===== config.mk =====
export PLATFORM = sky130hd
export DESIGN_NAME = arithmetic_decoder_static_core_flat
export DESIGN_NICKNAME = d
export VERILOG_FILES = /design/src/rtl/core/adsc_pkg.sv /design/src/rtl/core/adsc_if.sv /design/src/rtl/core/arithmetic_decoder_static_core.sv /design/src/flat_wrapper.sv
export VERILOG_INCLUDE_DIRS = /design/src /design/src/rtl/core
export SDC_FILE = /design/constraint.sdc
export NUM_CORES = 2
export LEC_CHECK = 0
export ABC_AREA = 1
export BUFFER_PORTS_ARGS = -buffer_cell sky130_fd_sc_hd__buf_4
export CORE_MARGIN = 2
export CORE_UTILIZATION = 60
export CTS_CLUSTER_DIAMETER = 40
export CTS_CLUSTER_SIZE = 10
export DETAILED_ROUTE_END_ITERATION = 8
export PLACE_DENSITY = 0.79
export SYNTH_ARGS = -nofsm -noshare
export SYNTH_HDL_FRONTEND = slang
export SYNTH_SLANG_ARGS = --single-unit

===== constraint.sdc =====
create_clock -name clk -period 7.3 [get_ports clk]
set_input_delay 1.825 -clock clk [delete_from_list [all_inputs] [get_ports clk]]
set_output_delay 1.825 -clock clk [all_outputs]
set_load 0.02 [all_outputs]

===== src/rtl/core/arithmetic_decoder_static_core_defines.svh =====
// Assertion macros for the static arithmetic decoder core.
// Included by the modules that carry assertions; depends on nothing.
`ifndef ARITHMETIC_DECODER_STATIC_CORE_DEFINES_SVH
`define ARITHMETIC_DECODER_STATIC_CORE_DEFINES_SVH

// same-cycle implication
`define ADSC_ASSERT_IMP(lbl, ck, rs, ante, cons, msg) \
  lbl: assert property (@(posedge ck) disable iff (rs) (ante) |-> (cons)) else $error(msg);

// next-cycle implication
`define ADSC_ASSERT_NXT(lbl, ck, rs, ante, cons, msg) \
  lbl: assert property (@(posedge ck) disable iff (rs) (ante) |=> (cons)) else $error(msg);

`endif


===== src/rtl/core/adsc_pkg.sv =====
// Shared types and constants of the static arithmetic decoder core.
// No dependencies; used by the channel interfaces and the core.
package adsc_pkg;

  localparam int unsigned FUNC_W      = 2;
  localparam int unsigned COUNT_W     = 14;
  localparam int unsigned SYM_W       = 4;
  localparam int unsigned SEQ_W       = 16;
  localparam int unsigned RES_W       = 5;
  localparam int unsigned CUM_W       = 16;
  localparam int unsigned CFG_IDX_W   = 2;
  localparam int unsigned CFG_DATA_W  = 16;
  localparam int unsigned RES_MIN     = 3;
  localparam int unsigned RES_RST     = 16;
  localparam int unsigned SEQ_RST     = 1;
  localparam int unsigned MAX_RESULTS = 16;
  localparam logic [CUM_W-1:0] CUM_MAX = 16'hFFFF;

  typedef enum logic [FUNC_W-1:0] {
    FUNC_CLEAR = 2'd0,
    FUNC_COUNT = 2'd1,
    FUNC_BIT   = 2'd2,
    FUNC_NOP   = 2'd3
  } func_t;

  typedef enum logic [CFG_IDX_W-1:0] {
    REG_SEQ_LEN    = 2'd0,
    REG_RESOLUTION = 2'd1
  } cfg_idx_t;

  typedef struct packed {
    func_t              func;
    logic [COUNT_W-1:0] count;
    logic               code_bit;
  } in_word_t;

  typedef struct packed {
    logic [SYM_W-1:0] symbol;
    logic             last;
    logic             done_res;
    logic             overrun;
  } out_word_t;

  typedef struct packed {
    cfg_idx_t              index;
    logic [CFG_DATA_W-1:0] value;
  } cfg_word_t;

  typedef enum logic [3:0] {
    ST_IDLE,
    ST_CHECK,
    ST_TMUL,
    ST_TDIV,
    ST_SRD,
    ST_SCMP,
    ST_HMUL,
    ST_HDIV,
    ST_LMUL,
    ST_LDIV,
    ST_EMIT,
    ST_ENDRUN,
    ST_FINAL
  } state_t;

endpackage


===== src/rtl/core/adsc_if.sv =====
// Valid/ready channel interfaces of the static arithmetic decoder core.
// Depends on adsc_pkg for the word types.
interface adsc_in_if;
  logic                valid;
  logic                ready;
  adsc_pkg::in_word_t  data;
  modport source (output valid, output data, input ready);
  modport sink   (input valid, input data, output ready);
endinterface

interface adsc_out_if;
  logic                valid;
  logic                ready;
  adsc_pkg::out_word_t data;
  modport source (output valid, output data, input ready);
  modport sink   (input valid, input data, output ready);
endinterface

interface adsc_cfg_if;
  logic                valid;
  logic                ready;
  adsc_pkg::cfg_word_t data;
  modport source (output valid, output data, input ready);
  modport sink   (input valid, input data, output ready);
endinterface


===== src/rtl/core/arithmetic_decoder_static_core.sv =====
// Static-model arithmetic decoder with E1/E2/E3 rescaling: table memory, shared serial divider.
// Depends on adsc_pkg, adsc_if.sv and arithmetic_decoder_static_core_defines.svh.
//
// channel  dir  word                         handshake
// item     in   func, count, code_bit        valid & ready
// result   out  symbol, last, done_res, ovr  valid & ready
// cfg      in   index, value                 valid & ready (ready tied high)
//
// Clear, count and fill words are handled in the idle state; the fill word that completes the
// tag starts decoding. A decoded symbol costs three passes of the shared restoring divider plus
// a read and a compare step per table entry searched in the table memory.
// Reset (rst, synchronous) restores the control registers and an empty table; no clearing pass.
// One item is worked on at a time; a result word waits in the output register while the
// next item is taken, and a stalled result side holds the decoder at its next emit or run end.
`include "arithmetic_decoder_static_core_defines.svh"

module arithmetic_decoder_static_core #(
  parameter int unsigned NSYM    = 16,
  parameter int unsigned PREC    = 16,
  parameter int unsigned MAX_RUN = 16
) (
  input  logic clk,
  input  logic rst,
  adsc_in_if.sink    item,
  adsc_out_if.source result,
  adsc_cfg_if.sink   cfg
);

  localparam int unsigned CUM_W   = adsc_pkg::CUM_W;
  localparam int unsigned SYM_W   = adsc_pkg::SYM_W;
  localparam int unsigned AW      = $clog2(NSYM + 1);
  localparam int unsigned SW      = (NSYM > 2) ? $clog2(NSYM) : 1;
  localparam int unsigned RW      = $clog2(PREC + 1);
  localparam int unsigned VW      = PREC + 1;
  localparam int unsigned NW      = VW + CUM_W;
  localparam int unsigned DW      = (VW > CUM_W) ? VW : CUM_W;
  localparam int unsigned CW      = $clog2(NW + 1);
  localparam int unsigned NNW     = $clog2(adsc_pkg::MAX_RESULTS + 1);
  localparam int unsigned RUN_CAP = (MAX_RUN < adsc_pkg::MAX_RESULTS) ?
                                    MAX_RUN : adsc_pkg::MAX_RESULTS;
  localparam int unsigned RST_R   = (adsc_pkg::RES_RST > PREC) ? PREC : adsc_pkg::RES_RST;
  localparam logic [PREC:0] RST_MASK_W = ({{PREC{1'b0}}, 1'b1} << RST_R) - 1'b1;

  // registers
  adsc_pkg::state_t    st, st_next;
  logic [adsc_pkg::SEQ_W-1:0] seq_len;
  logic [adsc_pkg::RES_W-1:0] resolution;
  logic [AW-1:0]       loaded;
  logic [CUM_W-1:0]    total;
  logic [PREC-1:0]     lo, hi, tag, nh;
  logic [RW-1:0]       fill;
  logic [adsc_pkg::SEQ_W-1:0] decoded;
  logic                finished;
  logic [NNW-1:0]      n_cnt;
  logic                ovr, phase_b, bit_q;
  logic [SW-1:0]       s;
  logic [CUM_W-1:0]    prev_c, c_hi, tn, rd_q;
  logic [NW-1:0]       num;
  logic [DW:0]         rem;
  logic [DW-1:0]       den;
  logic [CW-1:0]       dcnt;
  adsc_pkg::out_word_t pend, out_q;
  logic                pend_v, out_v;
  logic [CUM_W-1:0]    mem [1:NSYM];

  // combinational
  logic [RW-1:0]       r_eff, rm1, rm2, fill_inc;
  logic [PREC:0]       mask_w;
  logic [PREC-1:0]     m, half, lo_t, hi_t, lo_s, hi_s, tag_sh, lo_sh, hi_sh;
  logic                pending, e12;
  logic [VW-1:0]       width_v, offs_v;
  logic [AW-1:0]       top, s1;
  logic [CUM_W-1:0]    cur;
  logic [DW:0]         rem_sh, rem_nx;
  logic [NW-1:0]       num_nx;
  logic                ge, div_last, scmp_adv, acc, out_take, out_free, emit_go, resc_go;
  logic                out_load;
  logic                fill_path, fill_done;
  logic [adsc_pkg::SEQ_W-1:0] dec_nx;
  logic [CUM_W:0]      cnt_sum;
  logic [CUM_W-1:0]    cnt_sat;
  logic [SW+SYM_W-1:0] sym_ext;
  logic                mem_we;
  logic [AW-1:0]       mem_wa;

  // effective resolution, mask and top-bit tests
  always_comb begin
    if (int'(resolution) < int'(adsc_pkg::RES_MIN)) r_eff = RW'(adsc_pkg::RES_MIN);
    else if (int'(resolution) > int'(PREC))          r_eff = RW'(PREC);
    else                                              r_eff = RW'(resolution);
    rm1     = r_eff - RW'(1);
    rm2     = r_eff - RW'(2);
    mask_w  = ({{PREC{1'b0}}, 1'b1} << r_eff) - 1'b1;
    m       = mask_w[PREC-1:0];
    half    = {{(PREC-1){1'b0}}, 1'b1} << rm1;
    lo_t    = lo >> rm1;
    hi_t    = hi >> rm1;
    lo_s    = lo >> rm2;
    hi_s    = hi >> rm2;
    e12     = (lo_t[0] == hi_t[0]);
    pending = e12 || (lo_s[0] && !hi_s[0]);
    width_v = {1'b0, (hi - lo) & m} + VW'(1);
    offs_v  = {1'b0, (tag - lo) & m} + VW'(1);
    top     = (loaded != '0) ? loaded - AW'(1) : '0;
    s1      = AW'(s) + AW'(1);
    cur     = (s1 <= loaded) ? rd_q : total;
    fill_inc = fill + RW'(1);
    dec_nx  = decoded + 1'b1;
    sym_ext = {{SYM_W{1'b0}}, s};
    cnt_sum = {1'b0, total} + (CUM_W + 1)'(item.data.count);
    cnt_sat = cnt_sum[CUM_W] ? adsc_pkg::CUM_MAX : cnt_sum[CUM_W-1:0];
  end

  // one E1/E2/E3 shift step
  always_comb begin
    tag_sh = {tag[PREC-2:0], bit_q} & m;
    lo_sh  = {lo[PREC-2:0], 1'b0} & m;
    hi_sh  = {hi[PREC-2:0], 1'b1} & m;
    if (!e12) begin
      tag_sh = tag_sh ^ half;
      lo_sh  = lo_sh ^ half;
      hi_sh  = hi_sh ^ half;
    end
  end

  // restoring divider, one quotient bit per cycle
  always_comb begin
    rem_sh   = {rem[DW-1:0], num[NW-1]};
    ge       = (rem_sh >= {1'b0, den});
    rem_nx   = ge ? rem_sh - {1'b0, den} : rem_sh;
    num_nx   = {num[NW-2:0], ge};
    div_last = (dcnt == CW'(NW - 1));
  end

  // handshake and sequencing conditions
  always_comb begin
    acc       = item.valid && item.ready;
    out_take  = result.valid && result.ready;
    out_free  = !out_v || out_take;
    emit_go   = !pend_v || out_free;
    out_load  = ((st == adsc_pkg::ST_EMIT) && emit_go && pend_v) ||
                ((st == adsc_pkg::ST_FINAL) && pend_v && out_free);
    scmp_adv  = (AW'(s) < top) && (cur <= tn);
    resc_go   = !phase_b && !finished && (n_cnt < NNW'(RUN_CAP)) && pending;
    fill_path = (fill < r_eff);
    fill_done = (fill_inc >= r_eff);
    mem_we    = acc && (item.data.func == adsc_pkg::FUNC_COUNT) && (int'(loaded) < int'(NSYM));
    mem_wa    = loaded + AW'(1);
  end

  // next state
  always_comb begin
    st_next = st;
    unique case (st)
      adsc_pkg::ST_IDLE: begin
        if (acc && item.data.func == adsc_pkg::FUNC_BIT && !finished &&
            (!fill_path || fill_done)) st_next = adsc_pkg::ST_CHECK;
      end
      adsc_pkg::ST_CHECK: begin
        priority if (finished)                 st_next = adsc_pkg::ST_ENDRUN;
        else if (decoded >= seq_len)           st_next = adsc_pkg::ST_ENDRUN;
        else if (pending)                      st_next = adsc_pkg::ST_ENDRUN;
        else if (n_cnt >= NNW'(RUN_CAP))       st_next = adsc_pkg::ST_ENDRUN;
        else if (total == '0)                  st_next = adsc_pkg::ST_EMIT;
        else                                   st_next = adsc_pkg::ST_TMUL;
      end
      adsc_pkg::ST_TMUL:   st_next = adsc_pkg::ST_TDIV;
      adsc_pkg::ST_TDIV:   if (div_last) st_next = adsc_pkg::ST_SRD;
      adsc_pkg::ST_SRD:    st_next = adsc_pkg::ST_SCMP;
      adsc_pkg::ST_SCMP:   st_next = scmp_adv ? adsc_pkg::ST_SRD : adsc_pkg::ST_HMUL;
      adsc_pkg::ST_HMUL:   st_next = adsc_pkg::ST_HDIV;
      adsc_pkg::ST_HDIV:   if (div_last) st_next = adsc_pkg::ST_LMUL;
      adsc_pkg::ST_LMUL:   st_next = adsc_pkg::ST_LDIV;
      adsc_pkg::ST_LDIV:   if (div_last) st_next = adsc_pkg::ST_EMIT;
      adsc_pkg::ST_EMIT:   if (emit_go) st_next = adsc_pkg::ST_CHECK;
      adsc_pkg::ST_ENDRUN: st_next = resc_go ? adsc_pkg::ST_CHECK : adsc_pkg::ST_FINAL;
      adsc_pkg::ST_FINAL:  if (!pend_v || out_free) st_next = adsc_pkg::ST_IDLE;
      default:             st_next = adsc_pkg::ST_IDLE;
    endcase
  end

  // port outputs
  always_comb begin
    item.ready   = (st == adsc_pkg::ST_IDLE);
    result.valid = out_v;
    result.data  = out_q;
    cfg.ready    = 1'b1;
  end

  // table memory: written by count words, read one entry per search step
  always_ff @(posedge clk) begin
    if (mem_we) mem[mem_wa] <= cnt_sat;
    rd_q <= mem[s1];
  end

  // state and datapath
  always_ff @(posedge clk) begin
    if (rst) begin
      st         <= adsc_pkg::ST_IDLE;
      seq_len    <= adsc_pkg::SEQ_W'(adsc_pkg::SEQ_RST);
      resolution <= adsc_pkg::RES_W'(adsc_pkg::RES_RST);
      loaded     <= '0;
      total      <= '0;
      lo         <= '0;
      hi         <= RST_MASK_W[PREC-1:0];
      tag        <= '0;
      fill       <= '0;
      decoded    <= '0;
      finished   <= 1'b0;
      n_cnt      <= '0;
      ovr        <= 1'b0;
      phase_b    <= 1'b0;
      pend_v     <= 1'b0;
      out_v      <= 1'b0;
    end else begin
      st <= st_next;

      // output register valid
      if (out_load)      out_v <= 1'b1;
      else if (out_take) out_v <= 1'b0;

      // configuration writes
      if (cfg.valid) begin
        unique case (cfg.data.index)
          adsc_pkg::REG_SEQ_LEN:    seq_len    <= cfg.data.value;
          adsc_pkg::REG_RESOLUTION: resolution <= cfg.data.value[adsc_pkg::RES_W-1:0];
          default: ;
        endcase
      end

      unique case (st)
        adsc_pkg::ST_IDLE: begin
          if (acc) begin
            unique case (item.data.func)
              adsc_pkg::FUNC_CLEAR: begin
                loaded   <= '0;
                total    <= '0;
                lo       <= '0;
                hi       <= m;
                tag      <= '0;
                fill     <= '0;
                decoded  <= '0;
                finished <= 1'b0;
              end
              adsc_pkg::FUNC_COUNT: begin
                if (mem_we) begin
                  total  <= cnt_sat;
                  loaded <= loaded + AW'(1);
                end
              end
              adsc_pkg::FUNC_BIT: begin
                n_cnt <= '0;
                ovr   <= 1'b0;
                bit_q <= item.data.code_bit;
                if (fill_path) begin
                  tag     <= {tag[PREC-2:0], item.data.code_bit} & m;
                  fill    <= fill_inc;
                  phase_b <= 1'b1;
                  if (fill_done) begin
                    lo <= '0;
                    hi <= m;
                  end
                end else begin
                  phase_b <= 1'b0;
                end
              end
              default: ;
            endcase
          end
        end
        adsc_pkg::ST_CHECK: begin
          priority if (finished) begin
          end else if (decoded >= seq_len) begin
            finished <= 1'b1;
          end else if (pending) begin
          end else if (n_cnt >= NNW'(RUN_CAP)) begin
            if (n_cnt != '0) ovr <= 1'b1;
          end else begin
            s <= '0;
          end
        end
        adsc_pkg::ST_TMUL: begin
          num  <= NW'(offs_v) * NW'(total) - NW'(1);
          den  <= DW'(width_v);
          rem  <= '0;
          dcnt <= '0;
        end
        adsc_pkg::ST_HMUL: begin
          num  <= NW'(width_v) * NW'(c_hi);
          den  <= DW'(total);
          rem  <= '0;
          dcnt <= '0;
        end
        adsc_pkg::ST_LMUL: begin
          num  <= NW'(width_v) * NW'(prev_c);
          den  <= DW'(total);
          rem  <= '0;
          dcnt <= '0;
        end
        adsc_pkg::ST_TDIV, adsc_pkg::ST_HDIV, adsc_pkg::ST_LDIV: begin
          num  <= num_nx;
          rem  <= rem_nx;
          dcnt <= dcnt + CW'(1);
          if (div_last) begin
            if (st == adsc_pkg::ST_TDIV) begin
              tn     <= num_nx[CUM_W-1:0];
              s      <= '0;
              prev_c <= '0;
            end else if (st == adsc_pkg::ST_HDIV) begin
              nh <= (lo + num_nx[PREC-1:0] - PREC'(1)) & m;
            end else begin
              hi <= nh;
              lo <= (lo + num_nx[PREC-1:0]) & m;
            end
          end
        end
        adsc_pkg::ST_SRD: ;
        adsc_pkg::ST_SCMP: begin
          if (scmp_adv) begin
            s      <= s + SW'(1);
            prev_c <= cur;
          end else begin
            c_hi <= cur;
          end
        end
        adsc_pkg::ST_EMIT: begin
          if (emit_go) begin
            decoded <= dec_nx;
            if (dec_nx >= seq_len) finished <= 1'b1;
            if (pend_v) out_q <= pend;
            pend   <= {sym_ext[SYM_W-1:0], 1'b0, (dec_nx >= seq_len), 1'b0};
            pend_v <= 1'b1;
            n_cnt  <= n_cnt + NNW'(1);
          end
        end
        adsc_pkg::ST_ENDRUN: begin
          if (resc_go) begin
            tag     <= tag_sh;
            lo      <= lo_sh;
            hi      <= hi_sh;
            phase_b <= 1'b1;
          end
        end
        adsc_pkg::ST_FINAL: begin
          if (pend_v && out_free) begin
            out_q  <= {pend.symbol, 1'b1, pend.done_res, ovr};
            pend_v <= 1'b0;
          end
        end
        default: ;
      endcase
    end
  end

  // checks
  `ADSC_ASSERT_IMP(a_idle_no_pend, clk, rst, st == adsc_pkg::ST_IDLE, !pend_v, "held word left at idle")
  `ADSC_ASSERT_IMP(a_done_finished, clk, rst, pend_v && pend.done_res, finished, "done without finish")
  `ADSC_ASSERT_IMP(a_run_cap, clk, rst, 1'b1, n_cnt <= NNW'(RUN_CAP), "run exceeded cap")
  `ADSC_ASSERT_NXT(a_emit_holds, clk, rst, (st == adsc_pkg::ST_EMIT) && emit_go, pend_v, "emit lost word")

endmodule

===== src/flat_wrapper.sv =====
// flat-port wrapper written by rule: the top's interface ports become plain ports
module arithmetic_decoder_static_core_flat 
#(
  parameter int unsigned NSYM    = 16,
  parameter int unsigned PREC    = 16,
  parameter int unsigned MAX_RUN = 16
)
  (clk, rst, item_valid, item_data, item_ready, result_valid, result_data, result_ready, cfg_valid, cfg_data, cfg_ready);
  adsc_in_if item_i ();
  adsc_out_if result_i ();
  adsc_cfg_if cfg_i ();
  input  logic clk;
  input  logic rst;
  input wire logic [$bits(item_i.valid)-1:0] item_valid;
  input wire logic [$bits(item_i.data)-1:0] item_data;
  output wire logic [$bits(item_i.ready)-1:0] item_ready;
  output wire logic [$bits(result_i.valid)-1:0] result_valid;
  output wire logic [$bits(result_i.data)-1:0] result_data;
  input wire logic [$bits(result_i.ready)-1:0] result_ready;
  input wire logic [$bits(cfg_i.valid)-1:0] cfg_valid;
  input wire logic [$bits(cfg_i.data)-1:0] cfg_data;
  output wire logic [$bits(cfg_i.ready)-1:0] cfg_ready;
  assign item_i.valid = item_valid;
  assign item_i.data = item_data;
  assign item_ready = item_i.ready;
  assign result_valid = result_i.valid;
  assign result_data = result_i.data;
  assign result_i.ready = result_ready;
  assign cfg_i.valid = cfg_valid;
  assign cfg_i.data = cfg_data;
  assign cfg_ready = cfg_i.ready;
  arithmetic_decoder_static_core #(.NSYM(NSYM), .PREC(PREC), .MAX_RUN(MAX_RUN)) u_core (.clk(clk), .rst(rst), .item(item_i), .result(result_i), .cfg(cfg_i));
endmodule

==> out/qor.yml <==
yosys:
  synth_area_per_cell_um2: 8.08
  synth.distinct_cells: 68
  syn-cell-area_um2: 59100
  ys_top_cells_by_count: "1454 x nand2_1, 1355 x inv_1, 807 x nor2_1"
  ys.flop_type: "edfxtp_1"
  async_flop_share_pct: 0
  synth_top_area_share_pct: 21.7
  synthCells: 7310
  synth-seq-cells: 551
  synth-edff-count: 410
  ys_warn_count: 0
  synth_top_area_cell: "fa_1"
  ys_top_cells_by_area: "fa_1 22%, edfxtp_1 21%, ha_1 10%"
  yosysSeqAreaShare_pct: 25.6
  synth.most_common_cell: "nand2_1"
timing:
  slew-limit-headroom_pct: 10.8
  worst_slack_ns: -0.733
  hold_viol_final: 0
  post-route-period-util_pct: 110
  final.setup_skew_ns: 0.0705
  drv_slew: 0
  rsz0062_at_grt: "true"
  fin_crit_ns: 8.03
  fmax_ghz: 0.124
  whs_ns: 0.450
  finalSetupViolCount: 22
  worst_pin_slew_ns: 1.34
die:
  core-area_um2: 98000
  fp.dieArea_um2: 101000
  die_w_um: 318
  ios: 50
  die_h_um: 318
  fp-row-count: 115
  start_util_pct: 60.3
route:
  wl_met3_mm: 27.5
  top_layer_used: "met5"
  wirelength_met1_mm: 77.5
  dr_wl_met2_mm: 91.6
  drc: 0
  drt_iter0_drc: 7055
  avgViaCountPerCell: 5.93
  vias: 55700
  drtAntennaViolNets: 0
  wl_mm: 209
  dr.pass1.iters: 6
  wl_per_cell_um: 22.3
cts:
  cts-root-buf: "clkbuf_16"
  htree_levels: 3
  clkSinkCount: 551
  clk_pin_slew_ns: 0.05
  cts_tree: "yes"
  cts_buffers: 86
  clk_latency_ns: 0.70
  cts_buffer_depth: 3
critical_path:
  r2r_slack_ns: -0.73
  crit_required_ns: 7.67
  critPathBufInv: 11
  cpPeakStageDelay_ns: 0.59
  cpLargestDelayFamily: "adder cells"
  worst_setup_path_end_kind: "flop"
  cp_slowest_cell: "fa_1"
  criticalPathCategory: "flop to flop"
  critical_path.startpoint_type: "flop"
  cpMostUsedCell: "fa_1"
  crit_fanout: 7
  cp.arrival_ns: 8.40
global_routing:
  grt_max_degree: 90
  antenna_found_initial: 5
  track_usage_pct: 40.6
  grt_overflow: 0
  grt_pass1_vias: 55300
  grt_pass1_wl_mm: 316
placement:
  gp_congestion: 1.08
  placed_area_um2: 66200
  port_buffers: 48
  place_hpwl_mm: 158
finish:
  layout.nets: 9187
  design_area_um2: 72400
  utilization_pct: 73.9
  area_growth_pct: 22.5
  drive_gt1_share_pct: 20.3
outcome:
  violations: "setup timing"
  status: "finished, violations left"
run:
  maxCapViolCount: 0
worst_hold_path:
  hold_class: "flop to flop"
## path summary, 6_finish.rpt
path	start	to	depth (start not counted)
setup / recovery	u_core.lo[0]	u_core.num[26]	39
hold / removal	u_core.pend[1]	u_core.result.data[1]	0
setup reg to reg	u_core.lo[0]	u_core.num[26]	39
hold reg to reg	u_core.pend[1]	u_core.result.data[1]	0
## sequential cells by signal, summed over array words and instances, names as in the netlist, 17 cells and up
register,flops
u_core.den,17
u_core.mem,256
u_core.num,33
u_core.rem,17
## layout make-up
type	count	area, um^2
Clock inverter	39	532
Clock buffer	122	2380
Sequential cell	551	15100
Inverter	1391	5300
Timing Repair Buffer	893	7350
Antenna cell	2	5.00
Tap cell	1287	1610
Fill cell	7161	25600
Multi-Input combinational cell	5104	40100
## layout by cell type (no fill, tap or decap), types with 24 or more instances in the layout
cell type  Yosys  layout
nand2_1     1454    1378
ha_1         478     419
or2_2         41      33
edfxtp_1     410     410
nand3_1      338     304
clkbuf_1     198      28
buf_12         0      35
a21oi_2        0      48
dfxtp_1      141     135
fa_1         642     614
buf_4          8     822
xnor2_1       40      38
nor3_1        59      50
nor2_2        23      75
fa_2           0      28
nand2_2       11      63
ha_4           0      52
o21ai_0      396     345
a21o_1        24      24
a21oi_1      340     278
nor2_1       807     735
xor2_1        73      68
nand2_4        8      30
nand3_2        4      30
nand4_1       95      95
o21ai_1        5      31
nor2_4         7      27
inv_2         20      75
clkbuf_16      0      88
buf_6          8      28
o221ai_1      69      68
inv_1       1355    1288
## per-stage QoR
step | setup WS [ns] | setup TNS, ns | cells
final | -0.733 | -11.61 | 9389
after global routing | -1.01 | -17.07 | 9387
after CTS | -0.522 | -7.92 | 9332
after detailed placement | -0.848 | -15.62 | 9121
after global placement | -0.742 | -13.32 | 9121
after floorplan | -0.0853 | -0.175 | 7312
## timing repair
| item | in CTS | in global routing |
|---|---|---|
| hold buffers | 0 | 0 |
| setup buffers | 54 | 58 |
| gates resized for setup | 281 | 325 |
| cloned | 2 | 1 |
| pin swaps | 90 | 206 |
| hold endpoints to repair | 0 | 0 |
| setup endpoints to repair | 23 | 24 |
## worst reg2reg max path: cells and delay by family, from the launching register on
kind / cells / cell delay, ns
adders and majority gates: 10 / 4.25
DFF: 1 / 0.42
and+or+nand+nor: 11 / 1.10
buffers and inverters: 11 / 0.95
AOI/OAI and AO/OA: 6 / 0.74
xor gates and xnor gates: 1 / 0.30
## cell families (layout without fill, tap and decap cells)
| logic type | after synthesis | count (layout) | share of synthesized area, % |
|---|---|---|---|
| other | 1 | 5 | 0.00635 |
| XOR/XNOR | 116 | 116 | 1.78 |
| adder cells (fa/ha/maj) | 1120 | 1120 | 31.9 |
| AND/OR/NAND/NOR | 2896 | 2896 | 20.6 |
| buffers and inverters | 1657 | 2445 | 10.8 |
| AO/OA/AOI/OAI | 969 | 969 | 9.35 |
| flip-flops | 551 | 551 | 25.6 |
## metal layers
metal	vias to the layer above	GRT usage [%]
li1	24700	-
met1	26500	53.4
met2	3636	62.4
met3	842	11.1
met4	10	19.6
met5	-	0
Power is not shown: default switching activity piles up to over one toggle a cycle in this logic, so the estimate is an artifact.
